$ cat config.mk
export PLATFORM = sky130hd
export DESIGN_NAME = seven_segment_scan_display
export DESIGN_NICKNAME = d
export VERILOG_FILES = /design/src/rtl/core/ssd_pkg.sv /design/src/rtl/core/seven_segment_scan_display.sv /design/src/rtl/core/ssd_cfg_regs.sv /design/src/rtl/core/ssd_digit_split.sv /design/src/rtl/core/ssd_scan_ctrl.sv
export SDC_FILE = /design/constraint.sdc
export NUM_CORES = 2
export LEC_CHECK = 0
export BUFFER_PORTS_ARGS = -buffer_cell sky130_fd_sc_hd__buf_2
export CORE_MARGIN = 2
export CORE_UTILIZATION = 55
export CTS_CLUSTER_SIZE = 24
export DETAILED_ROUTE_END_ITERATION = 16
export PLACE_DENSITY = 0.75
export SETUP_SLACK_MARGIN = 0.5
export SLEW_MARGIN = 20
export SYNTH_ARGS = -nofsm -noshare
export SYNTH_HDL_FRONTEND = slang
export SYNTH_SLANG_ARGS = --single-unit
$ cat constraint.sdc
create_clock -name clk -period 6.35 [get_ports clk]
set_clock_uncertainty 0.15 [all_clocks]
set_input_delay 0.3175 -clock clk [delete_from_list [all_inputs] [get_ports clk]]
set_output_delay 0.3175 -clock clk [all_outputs]
set_load 0.005 [all_outputs]
$ cat src/rtl/core/ssd_pkg.sv
`timescale 1ns / 1ps
`default_nettype none
// ----------------------------------------------------------------------------
// ssd_pkg
// Shared types, constants and the segment table of the six-digit scan display.
// ----------------------------------------------------------------------------
package ssd_pkg;

	localparam int VALUE_W  = 22;
	localparam int REST_W   = 17;
	localparam int Q5_W     = 6;
	localparam int CODE_W   = 8;
	localparam int DIGITS   = 6;
	localparam int POS_W    = 3;
	localparam int ROUNDS_W = 16;
	localparam int TICKS_W  = 20;

	// Reciprocals: m = ceil(2^s / d), exact over the operand range used.
	localparam logic [VALUE_W-1:0] SECTION_DIV = 22'd100000;
	localparam logic [22:0] M_SECTION = 23'd5497559;
	localparam int          S_SECTION = 39;
	localparam logic [17:0] M_DIV10    = 18'd209716;
	localparam int          S_DIV10    = 21;
	localparam logic [17:0] M_DIV100   = 18'd167773;
	localparam int          S_DIV100   = 24;
	localparam logic [17:0] M_DIV1000  = 18'd134218;
	localparam int          S_DIV1000  = 27;
	localparam logic [17:0] M_DIV10000 = 18'd214749;
	localparam int          S_DIV10000 = 31;

	localparam logic [CODE_W-1:0] SEG_BLANK = 8'h00;
	localparam logic [CODE_W-1:0] SEG_MINUS = 8'h40;
	localparam logic [CODE_W-1:0] SEG_ONE   = 8'h06;
	localparam logic [CODE_W-1:0] POINT_BIT = 8'h80;

	localparam logic CMD_WRITE = 1'b0;
	localparam logic CMD_TICK  = 1'b1;

	localparam logic REG_ROUNDS = 1'b0;
	localparam logic REG_TICKS  = 1'b1;

	localparam logic [ROUNDS_W-1:0] ROUNDS_RESET = 16'd150;
	localparam logic [TICKS_W-1:0]  TICKS_RESET  = 20'd1;

	typedef logic [DIGITS-1:0][CODE_W-1:0] codes_t;

	typedef struct packed {
		logic   cmd;
		codes_t codes;
	} pipe_item_t;

	typedef struct packed {
		logic [ROUNDS_W-1:0] refresh_rounds;
		logic [TICKS_W-1:0]  ticks_per_digit;
	} cfg_t;

	// Hex digit to segments a..g; anything above fifteen is blank.
	function automatic logic [CODE_W-1:0] seg_of(input logic [Q5_W-1:0] d);
		logic [CODE_W-1:0] s;
		case (d)
			6'd0:    s = 8'h3f;
			6'd1:    s = 8'h06;
			6'd2:    s = 8'h5b;
			6'd3:    s = 8'h4f;
			6'd4:    s = 8'h66;
			6'd5:    s = 8'h6d;
			6'd6:    s = 8'h7d;
			6'd7:    s = 8'h07;
			6'd8:    s = 8'h7f;
			6'd9:    s = 8'h6f;
			6'd10:   s = 8'h77;
			6'd11:   s = 8'h7c;
			6'd12:   s = 8'h39;
			6'd13:   s = 8'h5e;
			6'd14:   s = 8'h79;
			6'd15:   s = 8'h71;
			default: s = SEG_BLANK;
		endcase
		return s;
	endfunction

endpackage
`default_nettype wire

$ cat src/rtl/core/seven_segment_scan_display.sv
`timescale 1ns / 1ps
`default_nettype none
// ----------------------------------------------------------------------------
// seven_segment_scan_display
// Six-digit multiplexed seven-segment display scanner with stream ports.
// ----------------------------------------------------------------------------
// Takes one item per clock and returns one result per item. Each item passes
// through the digit-split pipeline: input register, section quotient,
// remainder, decimal quotients, segment codes, then the scan state and result
// register. The whole pipeline holds while a result waits on m_tready, so
// nothing is dropped under back-pressure. A write item
// (tuser = 0) stores a new value and restarts the scan; a tick item
// (tuser = 1) advances it. Registers at APB byte address 0 (refresh_rounds)
// and 4 (ticks_per_digit) should only be written while no item is in flight.
module seven_segment_scan_display (
	input  wire logic        clk,
	input  wire logic        arst_n,
	// APB configuration
	input  wire logic        psel,
	input  wire logic        penable,
	input  wire logic        pwrite,
	input  wire logic [2:0]  paddr,
	input  wire logic [31:0] pwdata,
	output logic [31:0]      prdata,
	output logic             pready,
	// item in
	input  wire logic        s_tvalid,
	output logic             s_tready,
	input  wire logic [23:0] s_tdata,   // [21:0] value, [23:22] zero
	input  wire logic        s_tuser,   // [0] command
	// result out
	output logic             m_tvalid,
	input  wire logic        m_tready,
	output logic [15:0]      m_tdata    // [5:0] grid_lines, [13:6] segment_lines,
	                                    // [14] busy_res, [15] zero
);
	import ssd_pkg::*;

	cfg_t               cfg;
	pipe_item_t         item_s5;
	logic               valid_s5;
	logic               adv;
	logic [DIGITS-1:0]  grid;
	logic [CODE_W-1:0]  segs;
	logic               busy;

	// pipeline moves whenever the result register is free or being drained
	assign adv      = ~m_tvalid | m_tready;
	assign s_tready = adv;

	ssd_cfg_regs u_cfg (
		.clk     (clk),
		.arst_n  (arst_n),
		.psel    (psel),
		.penable (penable),
		.pwrite  (pwrite),
		.paddr   (paddr),
		.pwdata  (pwdata),
		.prdata  (prdata),
		.pready  (pready),
		.cfg     (cfg)
	);

	ssd_digit_split u_split (
		.clk       (clk),
		.arst_n    (arst_n),
		.en        (adv),
		.in_valid  (s_tvalid),
		.in_cmd    (s_tuser),
		.in_value  (s_tdata[VALUE_W-1:0]),
		.out_valid (valid_s5),
		.out_item  (item_s5)
	);

	ssd_scan_ctrl u_scan (
		.clk       (clk),
		.arst_n    (arst_n),
		.en        (adv),
		.in_valid  (valid_s5),
		.in_item   (item_s5),
		.cfg       (cfg),
		.out_valid (m_tvalid),
		.grid      (grid),
		.segs      (segs),
		.busy      (busy)
	);

	assign m_tdata = {1'b0, busy, segs, grid};

endmodule
`default_nettype wire

$ cat src/rtl/core/ssd_cfg_regs.sv
`timescale 1ns / 1ps
`default_nettype none
// ----------------------------------------------------------------------------
// ssd_cfg_regs
// APB register file: refresh round count and ticks per digit.
// ----------------------------------------------------------------------------
module ssd_cfg_regs (
	input  wire logic         clk,
	input  wire logic         arst_n,
	input  wire logic         psel,
	input  wire logic         penable,
	input  wire logic         pwrite,
	input  wire logic [2:0]   paddr,
	input  wire logic [31:0]  pwdata,
	output logic [31:0]       prdata,
	output logic              pready,
	output ssd_pkg::cfg_t     cfg
);
	import ssd_pkg::*;

	logic                wr_en;
	logic [ROUNDS_W-1:0] rounds_q;
	logic [TICKS_W-1:0]  ticks_q;

	assign pready = 1'b1;
	assign wr_en  = psel & penable & pwrite & pready;

	// paddr[2] selects the register; the byte offset bits are ignored
	always_ff @(posedge clk or negedge arst_n) begin
		if (!arst_n) begin
			rounds_q <= ROUNDS_RESET;
			ticks_q  <= TICKS_RESET;
		end else if (wr_en) begin
			case (paddr[2])
				REG_ROUNDS: rounds_q <= pwdata[ROUNDS_W-1:0];
				REG_TICKS:  ticks_q  <= pwdata[TICKS_W-1:0];
				default:    rounds_q <= rounds_q;
			endcase
		end
	end

	always_comb begin
		case (paddr[2])
			REG_ROUNDS: prdata = {16'd0, rounds_q};
			REG_TICKS:  prdata = {12'd0, ticks_q};
			default:    prdata = 32'd0;
		endcase
	end

	assign cfg.refresh_rounds  = rounds_q;
	assign cfg.ticks_per_digit = ticks_q;

endmodule
`default_nettype wire

$ cat src/rtl/core/ssd_digit_split.sv
`timescale 1ns / 1ps
`default_nettype none
// ----------------------------------------------------------------------------
// ssd_digit_split
// Input register and pipeline that turns a value into six segment codes.
// Ticks ride along so item order is kept.
// ----------------------------------------------------------------------------
module ssd_digit_split (
	input  wire logic                         clk,
	input  wire logic                         arst_n,
	input  wire logic                         en,
	input  wire logic                         in_valid,
	input  wire logic                         in_cmd,
	input  wire logic [ssd_pkg::VALUE_W-1:0]  in_value,
	output logic                              out_valid,
	output ssd_pkg::pipe_item_t               out_item
);
	import ssd_pkg::*;

	logic [4:0] vld_q;

	// s1: input register
	logic               cmd_s1;
	logic [VALUE_W-1:0] value_s1;
	// s2: section quotient
	logic               cmd_s2;
	logic [VALUE_W-1:0] value_s2;
	logic [Q5_W-1:0]    q5_s2;
	// s3: remainder below one section
	logic               cmd_s3;
	logic [REST_W-1:0]  rest_s3;
	logic [CODE_W-1:0]  code5_s3;
	// s4: decimal quotients of the remainder
	logic               cmd_s4;
	logic [REST_W-1:0]  rest_s4;
	logic [CODE_W-1:0]  code5_s4;
	logic [13:0]        q10_s4;
	logic [9:0]         q100_s4;
	logic [6:0]         q1000_s4;
	logic [3:0]         q10000_s4;
	// s5: segment codes
	logic               cmd_s5;
	codes_t             codes_s5;

	logic [44:0]        prod5;
	logic [VALUE_W-1:0] sect_sub;
	logic [VALUE_W-1:0] rest_full;
	logic [34:0]        p10, p100, p1000, p10000;
	logic [REST_W-1:0]  units, tens, hunds, thous;
	logic [CODE_W-1:0]  sign_code;
	codes_t             codes_n;

	always_ff @(posedge clk or negedge arst_n) begin
		if (!arst_n) begin
			vld_q <= '0;
		end else if (en) begin
			vld_q <= {vld_q[3:0], in_valid};
		end
	end

	assign prod5     = 45'(value_s1) * 45'(M_SECTION);
	assign sect_sub  = VALUE_W'(q5_s2) * SECTION_DIV;
	assign rest_full = value_s2 - sect_sub;

	assign p10    = 35'(rest_s3) * 35'(M_DIV10);
	assign p100   = 35'(rest_s3) * 35'(M_DIV100);
	assign p1000  = 35'(rest_s3) * 35'(M_DIV1000);
	assign p10000 = 35'(rest_s3) * 35'(M_DIV10000);

	// each digit is a quotient less ten times the next quotient up
	assign units = rest_s4 - REST_W'(q10_s4) * 17'd10;
	assign tens  = REST_W'(q10_s4) - REST_W'(q100_s4) * 17'd10;
	assign hunds = REST_W'(q100_s4) - REST_W'(q1000_s4) * 17'd10;
	assign thous = REST_W'(q1000_s4) - REST_W'(q10000_s4) * 17'd10;

	always_comb begin
		if (q10000_s4 > 4'd1) begin
			sign_code = SEG_MINUS;
		end else if (q10000_s4 == 4'd1) begin
			sign_code = SEG_ONE;
		end else begin
			sign_code = SEG_BLANK;
		end
		codes_n[0] = seg_of({2'b00, units[3:0]});
		codes_n[1] = seg_of({2'b00, tens[3:0]});
		codes_n[2] = seg_of({2'b00, hunds[3:0]}) | POINT_BIT;
		codes_n[3] = seg_of({2'b00, thous[3:0]});
		codes_n[4] = sign_code;
		codes_n[5] = code5_s4;
	end

	always_ff @(posedge clk) begin
		if (en) begin
			cmd_s1    <= in_cmd;
			value_s1  <= in_value;

			cmd_s2    <= cmd_s1;
			value_s2  <= value_s1;
			q5_s2     <= prod5[S_SECTION +: Q5_W];
			// note: prod5 is formed from the s1 register
			cmd_s3    <= cmd_s2;
			rest_s3   <= rest_full[REST_W-1:0];
			code5_s3  <= seg_of(q5_s2);

			cmd_s4    <= cmd_s3;
			rest_s4   <= rest_s3;
			code5_s4  <= code5_s3;
			q10_s4    <= p10[S_DIV10 +: 14];
			q100_s4   <= p100[S_DIV100 +: 10];
			q1000_s4  <= p1000[S_DIV1000 +: 7];
			q10000_s4 <= p10000[S_DIV10000 +: 4];

			cmd_s5    <= cmd_s4;
			codes_s5  <= codes_n;
		end
	end

	assign out_valid      = vld_q[4];
	assign out_item.cmd   = cmd_s5;
	assign out_item.codes = codes_s5;

endmodule
`default_nettype wire

$ cat src/rtl/core/ssd_scan_ctrl.sv
`timescale 1ns / 1ps
`default_nettype none
// ----------------------------------------------------------------------------
// ssd_scan_ctrl
// Scan state (codes, slot, tick and round counters) and the result register.
// ----------------------------------------------------------------------------
module ssd_scan_ctrl (
	input  wire logic                          clk,
	input  wire logic                          arst_n,
	input  wire logic                          en,
	input  wire logic                          in_valid,
	input  wire ssd_pkg::pipe_item_t           in_item,
	input  wire ssd_pkg::cfg_t                 cfg,
	output logic                               out_valid,
	output logic [ssd_pkg::DIGITS-1:0]         grid,
	output logic [ssd_pkg::CODE_W-1:0]         segs,
	output logic                               busy
);
	import ssd_pkg::*;

	localparam int DIGITS_LINES_L = DIGITS;

	codes_t              codes_q, codes_n;
	logic [POS_W-1:0]    pos_q, pos_n;
	logic [TICKS_W-1:0]  tick_q, tick_n, tick_inc;
	logic [ROUNDS_W-1:0] round_q, round_n, round_inc;
	logic                active_q, active_n;
	logic                upd;

	logic                          valid_q;
	logic [DIGITS_LINES_L-1:0]     grid_q, grid_n;
	logic [CODE_W-1:0]             segs_q, segs_n;

	assign upd       = en & in_valid;
	assign tick_inc  = tick_q + TICKS_W'(1);
	assign round_inc = round_q + ROUNDS_W'(1);

	always_comb begin
		codes_n  = codes_q;
		pos_n    = pos_q;
		tick_n   = tick_q;
		round_n  = round_q;
		active_n = active_q;
		if (in_item.cmd == CMD_WRITE) begin
			codes_n  = in_item.codes;
			pos_n    = '0;
			tick_n   = '0;
			round_n  = '0;
			active_n = 1'b1;
		end else if (active_q) begin
			tick_n = tick_inc;
			// a zero register behaves as one through these compares
			if (tick_inc >= cfg.ticks_per_digit) begin
				tick_n = '0;
				if (pos_q == POS_W'(DIGITS - 1)) begin
					pos_n   = '0;
					round_n = round_inc;
					if (round_inc >= cfg.refresh_rounds) begin
						active_n = 1'b0;
						round_n  = '0;
					end
				end else begin
					pos_n = pos_q + POS_W'(1);
				end
			end
		end

		if (active_n) begin
			grid_n = ~(DIGITS_LINES_L'(1 << (DIGITS - 1)) >> pos_n);
			segs_n = codes_n[pos_n];
		end else begin
			grid_n = '0;
			segs_n = '0;
		end
	end

	always_ff @(posedge clk or negedge arst_n) begin
		if (!arst_n) begin
			codes_q  <= '0;
			pos_q    <= '0;
			tick_q   <= '0;
			round_q  <= '0;
			active_q <= 1'b0;
			valid_q  <= 1'b0;
		end else begin
			if (en) begin
				valid_q <= in_valid;
			end
			if (upd) begin
				codes_q  <= codes_n;
				pos_q    <= pos_n;
				tick_q   <= tick_n;
				round_q  <= round_n;
				active_q <= active_n;
			end
		end
	end

	always_ff @(posedge clk) begin
		if (upd) begin
			grid_q <= grid_n;
			segs_q <= segs_n;
		end
	end

	assign out_valid = valid_q;
	assign grid      = grid_q;
	assign segs      = segs_q;
	assign busy      = active_q;

endmodule
`default_nettype wire
Word-level counts from Yosys, hierarchy flattened
Memories as Yosys holds them, arrays and structs flattened. A register that Yosys moved wholly into a read port is not among the register bits.
Index checks and enable logic that the tools add are counted.
{"block": "op_classes", "add_sub_neg": 8, "multipliers": 10, "div_mod_pow": 0, "order_cmp": 4, "n_eq_ne": 5, "shifts": 1, "n_mux": 22, "bitwise": 7, "n_reduce_logical": 6}
{"op": "$mux W16", "n": 5}
{"op": "$pmux W32 S2", "n": 1}
{"op": "$mux W20", "n": 3}
{"op": "$mux W48", "n": 1}
{"op": "$mul A22 B23 Y45 const B", "n": 1}
{"op": "$mul A17 B18 Y35 const B", "n": 1}
{"op": "$mul A17 B18 Y34 const B", "n": 1}
{"op": "$mul A17 B16 Y33 const B", "n": 1}
{"op": "$mul A17 B17 Y33 const B", "n": 1}
{"op": "$bmux W8 S3", "n": 1}
{"op": "$add A20 B1 Y20 const B", "n": 1}
{"op": "$ge A20 B20 Y1", "n": 1}
{"op": "$sub A17 B17 Y17", "n": 1}
{"op": "$add A16 B1 Y16 const B", "n": 1}
{"op": "$ge A16 B16 Y1", "n": 1}
{"op": "$sub A4 B4 Y4", "n": 4}
{"op": "$mux W3", "n": 5}
{"op": "$mul A14 B3 Y3 const B", "n": 1}
{"op": "$mul A6 B12 Y12 const B", "n": 1}
{"op": "$mul A10 B3 Y3 const B", "n": 1}
{"op": "$mux W8", "n": 1}
{"op": "$mul A7 B3 Y3 const B", "n": 1}
{"op": "$ne A2 B1 Y1 const B", "n": 3}
{"op": "$not A6 Y6", "n": 1}
{"op": "other kinds (15)", "n": 24}
{"block": "totals", "ff_bits": 306, "latch_bits": 0, "ramBits": 0, "mem_bits_ro": 560, "input_bits": 67, "memories": 5}
{"memory": "(no name shown)", "words": 16, "word_bits": 7, "rd": 1, "rd_clocked_by_memory_dff": 1, "wr": 0, "line_no": "ssd_pkg.sv:60", "text": "case (d)"}
{"memory": "(no name shown)", "words": 16, "word_bits": 7, "rd": 1, "rd_clocked_by_memory_dff": 1, "wr": 0, "line_no": "ssd_pkg.sv:60"}
{"memory": "(no name shown)", "words": 16, "word_bits": 7, "rd": 1, "rd_clocked_by_memory_dff": 1, "wr": 0, "line_no": "ssd_pkg.sv:60"}
{"memory": "(no name shown)", "words": 16, "word_bits": 7, "rd": 1, "rd_clocked_by_memory_dff": 1, "wr": 0, "line_no": "ssd_pkg.sv:60"}
{"memory": "(no name shown)", "words": 16, "word_bits": 7, "rd": 1, "rd_clocked_by_memory_dff": 1, "wr": 0, "line_no": "ssd_pkg.sv:60"}

Longest topological paths before layout
{"block": "depth", "depth_word": 7, "mapped_depth": 23, "mapped_depth_nobuf": 23}

By module
Synthesis repeated with hierarchy kept, for this count alone.
{"block": "hier_totals", "hier_cells": 3558, "area_unflattened_um2": 38039.0}
{"mod": "ssd_digit_split", "instances": 1, "cells_per_inst": 2790, "area_per_inst_um2": 30292.8, "seq_area_each_um2": 4269.1}
{"mod": "ssd_scan_ctrl", "instances": 1, "cells_per_inst": 650, "area_per_inst_um2": 5999.5, "seq_area_each_um2": 2647.5}
{"mod": "ssd_cfg_regs", "instances": 1, "cells_per_inst": 114, "area_per_inst_um2": 1721.7, "seq_area_each_um2": 907.1}
{"mod": "seven_segment_scan_display", "instances": 1, "cells_per_inst": 4, "area_per_inst_um2": 25.0, "seq_area_each_um2": 0.0}

Least setup slack after synthesis
OpenSTA, ideal clock, no wires.
{"block": "synth_timing", "path_kind": "register to register", "start": "reg u_scan.valid_q, in the netlist u_scan.out_valid", "end": "reg u_scan.codes_q[10] (netlist bit)", "t_arrival_ns": 6.355, "required_ns": 6.075, "slack_ns": -0.279, "path_stages_with_launch": 8, "path_buffers": 2, "period_less_slack_ns": 6.629, "cell_sequence": "dfrtp_1 nand2b_1 clkbuf_1 nand2_1 clkinv_1 nand2_1 clkbuf_1 mux2_2"}
{"block": "synth_via", "elab_chain_cells": 3}
{"item": "start: declaration", "line_no": "ssd_scan_ctrl.sv:30", "text": "logic valid_q;"}
{"item": "start signal: assignment", "line_no": "ssd_scan_ctrl.sv:87", "text": "valid_q <= in_valid;"}
{"item": "$not A1 Y1", "line_no": "seven_segment_scan_display.sv:48", "text": "assign adv = ~m_tvalid | m_tready;"}
{"item": "$or A1 B1 Y1", "line_no": "seven_segment_scan_display.sv:48"}
{"item": "via s_tready", "line_no": "seven_segment_scan_display.sv:28", "text": "output logic s_tready,"}
{"item": "$and A1 B1 Y1", "line_no": "ssd_scan_ctrl.sv:34", "text": "assign upd = en & in_valid;"}
{"item": "via u_scan.upd", "line_no": "ssd_scan_ctrl.sv:28", "text": "logic upd;"}
{"item": "end signal: assignment", "line_no": "ssd_scan_ctrl.sv:90", "text": "codes_q <= codes_n;"}
{"item": "end: declaration", "line_no": "ssd_scan_ctrl.sv:23", "text": "codes_t codes_q, codes_n;"}
The timed path passes the listed nets, and every way through them passes these cells.
A chain may end at the register's enable or synchronous reset.

Final worst setup path
{"block": "layout_timing", "start": "reg u_split.value_s1[10]", "end": "reg u_split.q5_s2[1] (data pin)"}
{"block": "layout_via", "elab_chain_cells": 1}
{"item": "start: declaration", "line_no": "ssd_digit_split.sv:24", "text": "logic [VALUE_W-1:0] value_s1;"}
{"item": "start signal: assignment", "line_no": "ssd_digit_split.sv:95", "text": "value_s1 <= in_value;"}
{"item": "$mul A22 B23 Y45", "line_no": "ssd_digit_split.sv:61", "text": "assign prod5 = 45'(value_s1) * 45'(M_SECTION);"}
{"item": "via u_split.prod5[40]", "line_no": "ssd_digit_split.sv:45", "text": "logic [44:0] prod5;"}
{"item": "end signal: assignment", "line_no": "ssd_digit_split.sv:99", "text": "q5_s2 <= prod5[S_SECTION +: Q5_W];"}
{"item": "end: declaration", "line_no": "ssd_digit_split.sv:28", "text": "logic [Q5_W-1:0] q5_s2;"}
The timed path passes the listed nets, and every way through them passes these cells.

==> impl_metrics.json <==
{
  "h-tree-depth": 2,
  "end_kind": "register",
  "path_max_fanout": 5,
  "std_cell_rows": 95,
  "hold_viol": 0,
  "cp.required_ns": 6.48,
  "wl_per_cell_um": 18.9,
  "yosysMostFrequentCell": "inv_1",
  "die_area_um2": 70500,
  "synth_cell_types": 75,
  "worst_pin_slew_ns": 1.02,
  "initial_utilization_pct": 55.8,
  "antenna_found_initial": 2,
  "clk_pin_slew_ns": 0.06,
  "cts_root_buf": "clkbuf_16",
  "synth.area.top_cells": "fa_1, ha_1, edfxtp_1",
  "synth-edff-count": 152,
  "synthXorXnorAreaFrac_pct": 2.47,
  "synth-async-reset-ratio_pct": 46.1,
  "finalSetupViolCount": 0,
  "setup_slack_ns": 0.148,
  "coreArea_um2": 67400,
  "synth_simple_gate_area_share_pct": 5.46,
  "grt_pass1_vias": 27309,
  "synth_area_leader_cell": "fa_1",
  "cts_tree": "done",
  "cts_buffers": 35,
  "tns_ns": 0,
  "hold_path_class": "in2async",
  "grt_max_degree": 79,
  "start_kind": "register",
  "vias": 25560,
  "critPathKind": "reg2reg",
  "grt_pass1_wl_mm": 143,
  "synth_top_area_share_pct": 28.4,
  "syn2layout_area_growth_pct": 15.3,
  "syn_avg_cell_area_um2": 10.8,
  "muxShareOfSynthArea_pct": 3.24,
  "drive_gt1_share_pct": 17.1,
  "route.detailed.drc": 0,
  "routed_wirelength_mm": 88.9,
  "cap_violations": 0,
  "maxSlewViolCount": 0,
  "dpl_worst_slack_ns": -0.0455,
  "slew_headroom_pct": 31.8,
  "grt_overflow": 0,
  "cts_sinks": 282,
  "period_share_pct": 97.7,
  "holdWs_ns": 0.147,
  "final_cells": 4716,
  "gp_routability_congestion": 0.962,
  "max-clock-path-buffers": 3,
  "fillCellCount": 4968,
  "antennaDiodeCount": 0,
  "rsz0062_at_grt": "true",
  "grtUsageTotal_pct": 25.7,
  "worstSkewPairLatency_ns": 0.55,
  "synthesis.area_um2": 37600,
  "synth_seq_cells": 282,
  "drtIter0Drc": 1475,
  "ant_nets": 0,
  "synth-compound-area-share_pct": 6.23,
  "synth_top_cells_by_count": "inv_1, ha_1, fa_1, edfxtp_1",
  "portBuffers": 87,
  "dp_cells": 4518,
  "synth_fa_ha_area_share_pct": 52.1,
  "die_w_um": 266,
  "max_freq_ghz": 0.161,
  "num-nets-final": 5131,
  "ys.flop_type": "edfxtp_1",
  "pin_count": 118,
  "first_pass_iters": 5,
  "die_h_um": 266,
  "critPathArrivalTime_ns": 6.34,
  "outcome": "completed",
  "ys.warnings.count": 0,
  "viasPerCell": 5.42,
  "synth_top_family_by_area": "adder cells",
  "yosysSeqAreaShare_pct": 20.8,
  "dpl.hpwl_mm": 70.2,
  "timing.final.crit_period_ns": 6.20,
  "synthCells": 3471
}
stage by stage:
step | util [%] | cell area (µm²)
finish | 64.4 | 43400
global route | 64.4 | 43400
CTS | 62.9 | 42400
detailed placement | 59.4 | 40000
global placement | 59.4 | 40000
floorplan | - | 37800
cell usage in the layout (no fill, tap or decap), types with 74 or more instances in the layout:
master | synthesis | layout
fa_1 | 533 | 493
edfxtp_1 | 152 | 152
nand2_1 | 125 | 124
nor2_1 | 93 | 92
xnor2_1 | 77 | 74
buf_2 | 2 | 86
dfrtp_1 | 125 | 125
o21ai_0 | 92 | 77
mux2_2 | 77 | 77
buf_4 | 15 | 193
ha_1 | 714 | 658
inv_1 | 897 | 862
repair_timing:
| item | CTS | global route |
|---|---|---|
| hold buffers | 45 | 0 |
| endpoints found under the hold margin | 114 | 0 |
| setup buffers | 57 | 33 |
| gates resized for setup | 81 | 148 |
| gates cloned | 0 | 0 |
| endpoints found under the setup margin | 21 | 21 |
| pin swaps | 43 | 129 |
routing by layer:
| layer | wire, µm | global-route usage, % | vias up |
|---|---|---|---|
| li1 | - | - | 11868 |
| met4 | 2660 | 6.71 | 2 |
| met1 | 36700 | 34.2 | 12803 |
| met2 | 43900 | 44.0 | 720 |
| met3 | 5710 | 4.07 | 167 |
| met5 | 11 | 0 | - |
cells by family (layout without fill, tap and decap cells):
group | after synthesis | in the layout
other cells | 2 | 14
fa+ha+maj | 1247 | 1247
xor+xnor | 106 | 106
mux | 106 | 106
flops | 282 | 282
compound gates | 358 | 358
simple gates | 417 | 417
buf+inv | 953 | 1313
worst paths after layout:
check                                           from                    to  slack [ns]  depth (start not counted)
worst max-delay path            u_split.value_s1[10]      u_split.q5_s2[1]        0.15                         20
worst min-delay path                          arst_n     u_cfg.ticks_q[12]        0.15                          2
worst max register to register  u_split.value_s1[10]      u_split.q5_s2[1]        0.15                         20
worst min register to register   u_split.code5_s4[4]  u_split.out_item[44]        0.26                          0
max in group asynchronous                     arst_n     u_scan.codes_q[5]        4.52                          3
min in group clk                 u_split.code5_s4[4]  u_split.out_item[44]        0.26                          0
sequential cells by signal, summed over array words and instances (netlist names), 6 cells and up:
register / flops
u_split.q5_s2: 6
u_split.value_s1: 22
u_scan.tick_q: 20
u_split.value_s2: 17
u_split.code5_s3: 7
u_scan.codes_q: 48
u_split.out_item: 37
u_scan.round_q: 16
u_cfg.rounds_q: 16
u_split.rest_s3: 17
u_scan.segs: 8
u_split.code5_s4: 7
u_cfg.ticks_q: 20
u_scan.grid: 6
cell type report:
cell class / instances / area (µm²) / area share, %
Clock buffer: 51 / 987 / 2.28
Clock inverter: 12 / 161 / 0.372
Inverter: 900 / 3390 / 7.81
Multi-Input combinational cell: 2248 / 27300 / 62.9
Sequential cell: 282 / 7820 / 18.0
Tap cell: 873 / 1090 / 2.52
Timing Repair Buffer: 350 / 2650 / 6.11
worst max-delay path, stage by stage (launching register included):
cell       delay (ns)
edfxtp_1         0.52
buf_6            0.19
fa_2             0.49
buf_4            0.16
fa_1             0.38
fa_1             0.49
fa_1             0.50
inv_1            0.06
fa_1             0.54
inv_1            0.07
fa_1             0.44
ha_1             0.30
ha_1             0.23
a21oi_2          0.18
o21bai_1         0.08
a21o_1           0.28
a2111oi_2        0.32
o21ai_1          0.14
a41oi_2          0.21
o21ai_2          0.09
xor2_1           0.14
Power is not shown: default switching activity piles up to over one toggle a cycle in this logic, so the estimate is an artifact.
